### config.mk
export PLATFORM = sky130hd
export DESIGN_NAME = base64_strict_decoder
export DESIGN_NICKNAME = d
export VERILOG_FILES = /design/src/hw/rtl/b64sd_pkg.sv /design/src/hw/rtl/b64sd_step.sv /design/src/hw/rtl/base64_strict_decoder.sv
export SDC_FILE = /design/constraint.sdc
export NUM_CORES = 1
export LEC_CHECK = 0
export BUFFER_PORTS_ARGS = -buffer_cell sky130_fd_sc_hd__buf_2
export CAP_MARGIN = 20
export CORE_ASPECT_RATIO = 1.4
export CORE_MARGIN = 2
export CORE_UTILIZATION = 59
export CTS_CLUSTER_SIZE = 14
export DETAILED_ROUTE_END_ITERATION = 16
export PLACE_DENSITY = 0.8
export SYNTH_ARGS = -nofsm -noshare
export SYNTH_HDL_FRONTEND = slang
export SYNTH_SLANG_ARGS = --single-unit
export TNS_END_PERCENT = 1
### constraint.sdc
create_clock -name clk -period 3 [get_ports clk]
set_clock_uncertainty 0.2 [all_clocks]
set_input_delay 0.3 -clock clk [delete_from_list [all_inputs] [get_ports clk]]
set_output_delay 0.3 -clock clk [all_outputs]
set_load 0.02 [all_outputs]
### src/hw/rtl/b64sd_pkg.sv
// Shared types, constants and alphabet lookup for the strict Base64 decoder.
package b64sd_pkg;

    // Character codes and alphabet offsets
    localparam logic [7:0] PAD_CHAR       = 8'h3d;
    localparam logic [7:0] UPPER_FIRST    = 8'h41;
    localparam logic [7:0] UPPER_LAST     = 8'h5a;
    localparam logic [7:0] LOWER_FIRST    = 8'h61;
    localparam logic [7:0] LOWER_LAST     = 8'h7a;
    localparam logic [7:0] DIGIT_FIRST    = 8'h30;
    localparam logic [7:0] DIGIT_LAST     = 8'h39;
    localparam logic [7:0] PLUS_CHAR      = 8'h2b;
    localparam logic [7:0] SLASH_CHAR     = 8'h2f;
    localparam logic [5:0] LOWER_BASE     = 6'd26;
    localparam logic [5:0] DIGIT_BASE     = 6'd52;
    localparam logic [5:0] SEXTET_PLUS    = 6'd62;
    localparam logic [5:0] SEXTET_SLASH   = 6'd63;
    localparam logic [5:0] LOW4_MASK      = 6'h0f;
    localparam logic [5:0] LOW2_MASK      = 6'h03;

    // Position within a four-character quantum
    typedef enum logic [1:0] {
        POS_FIRST,
        POS_SECOND,
        POS_THIRD,
        POS_FOURTH
    } qpos_t;

    // Decoder state carried between characters
    typedef struct packed {
        qpos_t      pos;
        logic [5:0] held;
        logic       pad_pending;
        logic       err;
    } dec_state_t;

    // One result as delivered on the output channel
    typedef struct packed {
        logic [7:0] out_byte;
        logic       byte_valid;
        logic       done_res;
        logic       failed;
    } dec_result_t;

    // Map a character to {invalid, six-bit value}
    function automatic logic [6:0] sextet_of(input logic [7:0] c);
        logic [6:0] r;
        r = {1'b1, 6'd0};
        case (c) inside
            [UPPER_FIRST:UPPER_LAST]: r = {1'b0, 6'(c - UPPER_FIRST)};
            [LOWER_FIRST:LOWER_LAST]: r = {1'b0, 6'(c - LOWER_FIRST) + LOWER_BASE};
            [DIGIT_FIRST:DIGIT_LAST]: r = {1'b0, 6'(c - DIGIT_FIRST) + DIGIT_BASE};
            PLUS_CHAR:                r = {1'b0, SEXTET_PLUS};
            SLASH_CHAR:               r = {1'b0, SEXTET_SLASH};
            default:                  r = {1'b1, 6'd0};
        endcase
        return r;
    endfunction

endpackage

### src/hw/rtl/b64sd_step.sv
// Per-character decode step: next decoder state and the result for one character.
module b64sd_step
    import b64sd_pkg::*;
(
    input  logic [7:0]  symbol,
    input  logic        final_req,
    input  dec_state_t  cur,
    output dec_state_t  nxt,
    output dec_result_t res
);

    logic [6:0] lookup;
    logic       sx_ok;
    logic [5:0] sx;
    logic       is_pad;
    logic       emit;
    logic       err;
    logic       pad_set;
    logic       load_first;
    logic [7:0] byte_val;

    assign lookup = sextet_of(symbol);
    assign sx_ok  = ~lookup[6];
    assign sx     = lookup[5:0];
    assign is_pad = (symbol == PAD_CHAR);

    // Classify the character against the quantum position
    always_comb
    begin
        emit       = 1'b0;
        err        = 1'b0;
        pad_set    = 1'b0;
        load_first = 1'b0;
        byte_val   = 8'h00;
        if (!cur.err)
        begin
            case (cur.pos)
                POS_FIRST:
                begin
                    if (!sx_ok || final_req)
                        err = 1'b1;
                    else
                        load_first = 1'b1;
                end
                POS_SECOND:
                begin
                    if (!sx_ok || (final_req && ((sx & LOW4_MASK) != 6'd0)))
                        err = 1'b1;
                    else
                    begin
                        emit     = 1'b1;
                        byte_val = {cur.held, sx[5:4]};
                    end
                end
                POS_THIRD:
                begin
                    if (is_pad)
                    begin
                        if (final_req || ((cur.held & LOW4_MASK) != 6'd0))
                            err = 1'b1;
                        else
                            pad_set = 1'b1;
                    end
                    else if (!sx_ok || (final_req && ((sx & LOW2_MASK) != 6'd0)))
                        err = 1'b1;
                    else
                    begin
                        emit     = 1'b1;
                        byte_val = {cur.held[3:0], sx[5:2]};
                    end
                end
                POS_FOURTH:
                begin
                    if (cur.pad_pending)
                    begin
                        if (!is_pad || !final_req)
                            err = 1'b1;
                    end
                    else if (is_pad)
                    begin
                        if (!final_req || ((cur.held & LOW2_MASK) != 6'd0))
                            err = 1'b1;
                    end
                    else if (!sx_ok)
                        err = 1'b1;
                    else
                    begin
                        emit     = 1'b1;
                        byte_val = {cur.held[1:0], sx};
                    end
                end
                default:
                begin
                    err = 1'b0;
                end
            endcase
        end
    end

    // Next state: clear at end of text, latch errors, advance on good characters
    always_comb
    begin
        nxt = cur;
        if (final_req)
            nxt = '0;
        else if (err)
            nxt.err = 1'b1;
        else if (pad_set)
        begin
            nxt.pad_pending = 1'b1;
            nxt.pos         = POS_FOURTH;
        end
        else if (emit || load_first)
        begin
            nxt.held = sx;
            nxt.pos  = qpos_t'(2'(cur.pos + 2'd1));
        end
    end

    // Result fields
    always_comb
    begin
        res.out_byte   = emit ? byte_val : 8'h00;
        res.byte_valid = emit;
        res.done_res   = final_req;
        res.failed     = cur.err | err;
    end

endmodule

### src/hw/rtl/base64_strict_decoder.sv
// Strict streaming Base64 decoder: one character in, one result out per request.
// A result is registered in the result register, or in the skid register when the output stalls.
// Throughput: one character per cycle while in_stall is low; decode logic sits between the state
// register and a two-entry output stage (result register plus skid register).
// in_stall rises only when the skid register is full, so it is a register output.
// Reset clears decoder state and both output entries; payload is not reset.
module base64_strict_decoder
    import b64sd_pkg::*;
(
    input  logic       clk,
    input  logic       rst_n,
    input  logic       in_valid,
    output logic       in_stall,
    input  logic [7:0] symbol,
    input  logic       final_req,
    output logic       out_valid,
    input  logic       out_stall,
    output logic [7:0] out_byte,
    output logic       byte_valid,
    output logic       done_res,
    output logic       failed
);

    dec_state_t  dec_state_reg;
    dec_state_t  dec_state_next;
    dec_result_t step_res;
    dec_result_t out_data_reg;
    dec_result_t out_data_next;
    dec_result_t skid_data_reg;
    dec_result_t skid_data_next;
    logic        out_valid_reg;
    logic        out_valid_next;
    logic        skid_valid_reg;
    logic        skid_valid_next;
    logic        accept;
    logic        out_free;

    assign in_stall = skid_valid_reg;
    assign accept   = in_valid & ~skid_valid_reg;
    assign out_free = ~out_valid_reg | ~out_stall;

    b64sd_step u_step (
        .symbol    (symbol),
        .final_req (final_req),
        .cur       (dec_state_reg),
        .nxt       (dec_state_next),
        .res       (step_res)
    );

    // Route each request into the result register or the skid register
    always_comb
    begin
        out_valid_next  = out_valid_reg;
        out_data_next   = out_data_reg;
        skid_valid_next = skid_valid_reg;
        skid_data_next  = skid_data_reg;
        if (out_free)
        begin
            if (skid_valid_reg)
            begin
                out_valid_next  = 1'b1;
                out_data_next   = skid_data_reg;
                skid_valid_next = 1'b0;
            end
            else if (accept)
            begin
                out_valid_next = 1'b1;
                out_data_next  = step_res;
            end
            else
                out_valid_next = 1'b0;
        end
        else if (accept)
        begin
            skid_valid_next = 1'b1;
            skid_data_next  = step_res;
        end
    end

    // Control state
    always_ff @(posedge clk or negedge rst_n)
    begin
        if (!rst_n)
        begin
            dec_state_reg  <= '0;
            out_valid_reg  <= 1'b0;
            skid_valid_reg <= 1'b0;
        end
        else
        begin
            if (accept)
                dec_state_reg <= dec_state_next;
            out_valid_reg  <= out_valid_next;
            skid_valid_reg <= skid_valid_next;
        end
    end

    // Payload
    always_ff @(posedge clk)
    begin
        out_data_reg  <= out_data_next;
        skid_data_reg <= skid_data_next;
    end

    assign out_valid  = out_valid_reg;
    assign out_byte   = out_data_reg.out_byte;
    assign byte_valid = out_data_reg.byte_valid;
    assign done_res   = out_data_reg.done_res;
    assign failed     = out_data_reg.failed;

endmodule

[After elaboration in Yosys (flattened, before gate mapping)]
Cells that the tools add are included.
Widths: inputs -> output; s select.
Storage, ports and cells
  memory bits (writable): 0
  word-level logic and storage cells: 126
  memories kept: 0
  ROM bits: 0
  bits in latches: 0
  register bits after elaboration: 34
Cells by class
  shift-type cells: 0
  divide/modulo/power cells: 0
  $lt $le $gt $ge: 6
  bitwise operators: 7
  $add $sub $neg: 6
  mux-type cells: 54
  equality and inequality tests: 8
  reduce and logical (&&, ||, !) cells: 31
  multipliers: 0
Operator list (count)
  $mux 8: 9
  $mux 7: 5
  $mux 1: 31
  $eq 8x6->1 const B: 3
  $pmux 8 s3: 1
  $reduce_bool 6->1: 4
  $mux 11: 2
  $ge 8x7->1 const B: 2
  $le 8x7->1 const B: 2
  $sub 6x6->6 const B: 2
  $mux 10: 1
  $reduce_bool 2->1: 5
  $mux 9: 1
  $ge 8x6->1 const B: 1
  $le 8x6->1 const B: 1
  $logic_or 1x1->1: 7
  $add 6x5->6 const B: 1
  $add 6x6->6 const B: 1
  $mux 6: 1
  $reduce_and 2->1: 3
  $reduce_and 3->1: 2
  $sub 6x1->6 const B: 1
  $logic_and 1x1->1: 5
  $eq 2x2->1 const B: 2
  other kinds (13): 19

[Depth between registers and ports, before layout]
Gate-level depths: netlist of run 1.
  depth in word-level cells: 18
  gate-level depth with buffers: 14
  depth with buffers taken out: 11

[Cells and area by module]
A second synthesis of run 1 with hierarchy kept.
Second synthesis, totals
  cells, all modules: 277
  area total of the unflattened synthesis: 2849.0 um^2
Modules (own cells, without submodules)
  b64sd_step: area each 1564.0 um^2, cells each 213, times used 1
  base64_strict_decoder: area each 1285.0 um^2, cells each 64, times used 1

[Worst setup path after synthesis of run 1]
Ideal clock, no wire load.
  path type: input to register
  from: in symbol[2]
  to: reg dec_state_reg[8] (netlist bit)
  required time: 2.672 ns
  path slack: -0.220 ns
  stages: 13
  data arrival time: 2.893 ns
  buffers on the path: 2
  path through: buf_4 inv_1 ha_1 a21oi_1 o21bai_1 or3_1 nand2b_1 nand4b_4 and4_4 buf_6 o21ai_4 a31oi_1 mux2_1
On the way
  cells in the longest elaborated chain, start to end: 16
  elaborated cells between the ends (all ways): 62
  those cells by class: 5 x add/sub; 6 x order compare; 4 x eq/ne; 32 x mux; 15 x reduce/logical
Ends and longest elaborated chain
  start: declaration: RTL line base64_strict_decoder.sv:14  | input logic [7:0] symbol,
  parallel branches: the longest is 16 deep, another holds $sub 6x6->6
  end signal: assignment: RTL line base64_strict_decoder.sv:92  | dec_state_reg <= dec_state_next;
  end: declaration: RTL line base64_strict_decoder.sv:24  | dec_state_t dec_state_reg;
Parallel ways; which one is timed is not known. The select of a mux whose other input is x is not followed.
A chain may end at the register's enable or synchronous reset.

[Final worst setup path of run 1]
  from: in symbol[2]
  to: reg out_data_reg, in the netlist out_byte[4] (data pin)
On the way
  cells in the longest elaborated chain, start to end: 16
  elaborated cells between the ends (all ways): 47
  those cells by class: 5 x add/sub; 6 x order compare; 3 x eq/ne; 24 x mux; 9 x reduce/logical
Ends and longest elaborated chain
  parallel branches: the longest is 13 deep, another holds $sub 6x6->6
  $mux 8 *: RTL line b64sd_step.sv:123  | res.out_byte = emit ? byte_val : 8'h00;
  $mux 11 *: RTL line base64_strict_decoder.sv:65  | else if (accept)
  $mux 11 *: RTL line base64_strict_decoder.sv:59  | if (skid_valid_reg)
  end signal: assignment: RTL line base64_strict_decoder.sv:101  | out_data_reg <= out_data_next;
  end: declaration: RTL line base64_strict_decoder.sv:27  | dec_result_t out_data_reg;
Mark *: on every way between the ends. The select of a mux whose other input is x is not followed.

==> results of run 1 <==
-- synthesized netlist by cell type, types with 2 or more instances --
| master | count |
|---|---|
| nand2b_1 | 3 |
| nor3_1 | 5 |
| o31ai_1 | 8 |
| xnor2_1 | 3 |
| nand4_1 | 4 |
| edfxtp_1 | 22 |
| a31oi_1 | 4 |
| nor2_1 | 25 |
| a21o_1 | 2 |
| dfrtp_1 | 12 |
| a21bo_2 | 2 |
| nor2b_1 | 8 |
| and2_1 | 5 |
| or3_1 | 2 |
| ha_1 | 13 |
| nand2_1 | 28 |
| o21bai_1 | 4 |
| buf_2 | 4 |
| a222oi_1 | 7 |
| and3_1 | 3 |
| mux2_2 | 4 |
| o211a_1 | 2 |
| clkbuf_1 | 6 |
| o21ai_0 | 8 |
| o211ai_1 | 2 |
| mux2_1 | 4 |
| nor4_1 | 3 |
| inv_1 | 14 |
| a21boi_0 | 2 |
| a21oi_1 | 9 |
| o21a_1 | 3 |
| nand3_1 | 3 |
| a221oi_1 | 3 |
-- worst min-delay path, delay by kind of cell --
family / cells / cell delay, ps
buf+inv: 1 / 90
simple gates: 2 / 130
-- per-stage QoR --
| stage | power [mW] | setup TNS, ps |
|---|---|---|
| floorplan | 1.008 | -25.48 |
| global placement | 1.181 | -2589 |
| detailed placement | 1.201 | -5343 |
| CTS | 1.507 | 0 |
| global route | 1.620 | -82.36 |
| finish | 1.552 | 0 |
-- power by group --
group / internal, mW / total [mW] / switching (mW)
combinational: 0.274 / 0.596 / 0.322
clock: 0.159 / 0.315 / 0.156
sequential: 0.579 / 0.641 / 0.0625
-- cell type report --
type	instances	area [um^2]	share of cell area
inverter	14	52.55	0.01648
timing repair buffer	75	503.0	0.1578
tap	45	56.30	0.01766
clock inverter	2	8.758	0.002747
clock buffer	6	72.57	0.02276
multi-input combinational	199	1534	0.4812
sequential	34	960.9	0.3014
-- kinds of logic after synthesis --
group                    Yosys count
XOR/XNOR                           4
buffers and inverters             27
flip-flops                        34
AO/OA/AOI/OAI                     71
AND/OR/NAND/NOR                  101
adder cells (fa/ha/maj)           13
multiplexers                       9
-- layer usage --
metal / vias up / part of all wire / global-route usage
li1: 1112 / - / -
met1: 1096 / 0.38 / 0.2996
met2: 105 / 0.54 / 0.5144
met3: 27 / 0.046 / 0.02866
met4: 0 / 0.032 / 0.1023
met5: - / 0 / 0
-- worst paths after layout --
path | start | to | slack, ps | cells past startpoint
setup / recovery | symbol[2] | out_byte[4] | 90 | 13
hold / removal | in_valid | out_valid | 70 | 3
setup reg to reg | dec_state_reg[2] | dec_state_reg[3] | 610 | 7
hold reg to reg | dec_state_reg[7] | dec_state_reg[7] | 320 | 1
max in group asynchronous | rst_n | dec_state_reg[3] | 2150 | 2
min in group asynchronous | rst_n | dec_state_reg[9] | 230 | 2
-- repair_timing --
action                                  4_1_cts  5_1_grt
hold buffers                                  1        0
endpoints found under the setup margin        0       26
resized for setup                             0       19
hold endpoints to repair                     12        0
setup buffers                                 0        4
==> results.txt, run 1 <==
Die Height: 81 um
CTS tree: yes
max reg flops: 11
Max VDD drop: 233.8 uV
port bufs: 25
Syn Inst Count: 259
fillers: 282
antenna viol nets, final: 0
Placement Cell Area: 0.002990 mm^2
Layout Nets: 355
Reg clk slew, reported paths: 70 ps
Hold Path Class: in -> reg
Crit Path Max Fanout: 18
cell accounting for the most synthesized area: edfxtp_1
largest net degree at the start of global routing: 24
post-synthesis mux area share: 0.04006
dpl hpwl: 4873 um
crit path DAT: 2800 ps
slowest stage delay, CP: 330 ps
CP max stage cell: nor4_1
initial core utilization: 0.6044
worst slack at placement: -270.9 ps
grt total ovfl: 0
worst-margin pin slew: 585.4 ps
Synth cell types: 65
Finished Layout Cells: 375
CTS Buf Count: 5
status: complete, no violations
XOR/XNOR Fraction of Synth Area: 0.01402
Chip Width: 59 um
P_leak: 1.354 nW
Synth Area in Compound Gates: 0.2328
Placed Cells: 361
top cell type's share of synthesized area: 0.2644
Root Driver: clkbuf_8
most used flip-flop cell after synthesis: edfxtp_1
largest cells by area after synthesis: edfxtp_1 (26%), dfrtp_1 (12%), ha_1 (6.5%)
ant diodes: 0
io pins: 26
Setup CP Type: in -> reg
f_max: 344.1 MHz
fin util: 0.7712
H-tree depth: 2
final hold vios: 0
fraction of registers with async set/reset: 0.3529
iteration count of the initial detailed-routing pass: 5
fin crit share: 0.9687
Clock Latency Late Sink: 280 ps
largest family of logic cells by synthesized area: compound AO/OA/AOI/OAI gates
core box area: 0.004134 mm^2
crit-path cells: buf_2 > inv_2 > ha_4 > a21oi_2 > o21bai_4 > buf_4 > nor4_1 > a311oi_2 > nand4_1 > and4_4 > o21ai_4 > buf_4 > o31ai_1
max-slew violation count: 0
post-route worst setup slack: 93.78 ps
number of global-route vias before repair: 2192
post-synthesis average cell area: 9.647 um^2
Residual DRC: 0
layout cells sized above 1: 0.3394
Net Count, Synth: 285
crit end category: flop
Sink Count: 34
CTS max path bufs: 2
final setup fails: 0
global-route usage over all layers: 0.2704
initial antenna violation count: 0
most common cell after layout, fill and taps aside: buf_4
global-route wire length before repair: 9942 um
count of buffer and inverter cells on the critical path: 4
DRT iter0 DRCs: 187
Worst slew margin: 0.6089
min cycle time layout: 2906 ps
Routed WL: 6434 um
Via Count: 2340
Avg WL per Cell: 17.16 um
DIE AREA: 0.004779 mm^2
Seq/Total Area, Yosys: 0.3846
unrepaired setup endpoints after global routing: true
floorplan row count: 28
Post-synth EDFFs: 22
Area Overhead vs Synth: 27.59%
Yosys warnings: 0
Crit path max-delay family: compound AO/OA/AOI/OAI gates
critical path's most frequent cell: buf_4
Max Cap Viol: 0
Vias/cell: 6.240
fin area: 0.003188 mm^2
nature of the critical path startpoint: input pin
number of register bits inferred by synthesis: 34
Final Hold Slack: 67.27 ps
most frequent cells in the layout: buf_4 (49), nand2_1 (28), nor2_1 (25), buf_2 (25), edfxtp_1 (22)
post-synthesis adder-cell area fraction: 0.06510
Power Density: 486.8 mW/mm^2
Post-Syn Area: 0.002499 mm^2
Synth Area in Simple Gates: 0.2158
critical path data required time: 2890 ps
Final Wtd Congestion: 0.9656
Power figures use the tool's default switching activity.
==> run 2: changes to the inputs <==
- CORE_ASPECT_RATIO: 1.4 -> unset
- CORE_UTILIZATION: 59 -> 60
- PLACE_DENSITY: 0.8 -> 0.81
- clock period: 3 -> 3.4 ns (I/O delays scaled with it)
==> results.txt, run 2 (same netlist as run 1, synthesis figures left out) <==
multi-input combinational cell area: 0.001425 mm^2 (-7.1%)
antenna viol nets, final: 0 (unchanged)
Reg2Reg Depth: 5 (-2)
unrepaired setup endpoints after global routing: false
Avg WL per Cell: 16.81 um (-2.0%)
Chip Width: 68.53 um (+16%)
fillers: 309 (+9.6%)
hold-critical path depth: 3 (unchanged)
reg-to-reg slack, setup: 930 ps (+320 ps)
global-route wire length before repair: 9784 um (-1.6%)
initial antenna violation count: 0 (unchanged)
number of global-route vias before repair: 2010 (-8.3%)
global-route usage over all layers: 0.2822 (+0.01176)
Via Count: 2227 (-4.8%)
grt total ovfl: 0 (unchanged)
most common cell after layout, fill and taps aside: nand2_1
CTS max path bufs: 2 (unchanged)
nature of the critical path startpoint: input pin
register area: 960.9 um^2 (unchanged)
Setup CP Type: in -> reg
Hold Path Class: in -> reg
Routed WL: 5951 um (-7.5%)
CTS Buf Count: 5 (unchanged)
Finished Layout Cells: 354 (-5.6%)
Max Cap Viol: 0 (unchanged)
max reg flops: 11 (unchanged)
crit end category: flop
Root Driver: clkbuf_8
initial core utilization: 0.6246 (+0.02023)
max-slew violation count: 0 (unchanged)
largest net degree at the start of global routing: 25 (+4.2%)
Placed Cells: 345 (-4.4%)
Power Density: 500.7 mW/mm^2 (+2.9%)
Tot Pwr: 1.479 mW (-4.7%)
Reg clk slew, reported paths: 70 ps (about the same)
crit path DAT: 3140 ps (+340 ps)
Clock Latency Late Sink: 290 ps (about the same)
Worst setup startpoint: symbol[0]
Layout Nets: 329 (-7.3%)
Worst slew margin: 0.5406 (-0.06833)
Final Wtd Congestion: 0.9027 (-6.5%)
final hold vios: 0 (unchanged)
CP max stage cell: a2bb2oi_2
io pins: 26 (unchanged)
DIE AREA: 0.004696 mm^2 (-1.7%)
port bufs: 25 (unchanged)
final setup fails: 0 (unchanged)
Sink Count: 34 (unchanged)
layout cells sized above 1: 0.2500 (-0.08939)
core box area: 0.004000 mm^2 (-3.2%)
min cycle time layout: 3158 ps
crit-path cells: buf_2 > inv_1 > ha_1 > nor2b_1 > a2bb2oi_2 > nor4b_1 > o21ai_0 > nand3_1 > a21bo_2 > a41oi_2 > a211o_1 > mux2_2
status: complete, no violations
Crit Path Max Fanout: 10 (-8)
critical path data required time: 3380 ps (+490 ps)
Max VDD drop: 311.6 uV (+33%)
iteration count of the initial detailed-routing pass: 5 (unchanged)
Post-CTS Setup Inserts: 0 (unchanged)
fin crit share: 0.9287
slowest stage delay, CP: 390 ps (+60 ps)
f_max: 316.7 MHz
fin util: 0.7385 (-0.03268)
dpl hpwl: 4359 um (-11%)
P_leak: 1.237 nW (-8.7%)
most frequent cells in the layout: nand2_1 (28), nor2_1 (25), buf_2 (25)
CTS tree: yes
reg-to-reg startpoint: in_stall
R2R Path End: dec_state_reg[4]
Fin Setup TNS: 0 ps (unchanged)
Area Overhead vs Synth: 18.23%
Vias/cell: 6.291 (+0.82%)
worst-margin pin slew: 689.1 ps (+103.7 ps)
floorplan row count: 23 (-18%)
ant diodes: 0 (unchanged)
DRT iter0 DRCs: 320 (+71%)
Residual DRC: 0 (unchanged)
Die Height: 68.53 um (-15%)
crit path capture: dec_state_reg[2]
H-tree depth: 2 (unchanged)
## run 2: stage by stage
step	cell area [um^2]	hold WS (ps)	worst slack, ps
after floorplan	2499	-155.6	139.8
after global placement	2800	28.16	33.60
after detailed placement	2800	26.43	-15.54
after CTS	2948	86.79	277.3
after global routing	2954	119.3	15.19
final	2954	90.47	242.3
## run 2: final cells by class
type | count | share of cell area
Multi-Input combinational cell | 198 | 0.4824
Sequential cell | 34 | 0.3253
Timing Repair Buffer | 50 | 0.1067
Clock buffer | 5 | 0.02330
Clock inverter | 3 | 0.02330
Tap cell | 50 | 0.02118
Inverter | 14 | 0.01779
## run 2: worst min-delay path by stage
stage	startpoint	end	slack (ps)
after global routing	in_valid	out_valid	120
after global placement	rst_n	in_stall	30
after floorplan	rst_n	dec_state_reg[0]	-160
final	in_valid	out_valid	90
after CTS	in_valid	out_valid	90
after detailed placement	rst_n	out_valid	30
## run 2: routing by layer
metal	wire length, um	share of wire	vias up	track usage
met2	2872	0.48	120	0.4700
met1	2499	0.42	1032	0.3734
met5	0	0	-	0
li1	-	-	1061	-
met4	138	0.023	0	0.09000
met3	440	0.074	14	0.04708
## run 2: where the power goes
group	internal [mW]	total, mW	switching (mW)
logic	0.200	0.460	0.260
clock network	0.294	0.448	0.154
registers	0.510	0.571	0.0611
total	1.00	1.48	0.475
## run 2: timing repair
item / in CTS / in global routing
endpoints found under the hold margin: 12 / 0
setup endpoints to repair: 0 / 1
resized for setup: 0 / 1
hold buffers: 1 / 0
## run 2: critical path, delay by kind of cell
kind | cells | cell delay (ps)
buffers and inverters | 2 | 240
AO/OA/AOI/OAI | 5 | 1500
AND/OR/NAND/NOR | 3 | 460
multiplexers | 1 | 380
adder cells (fa/ha/maj) | 1 | 190
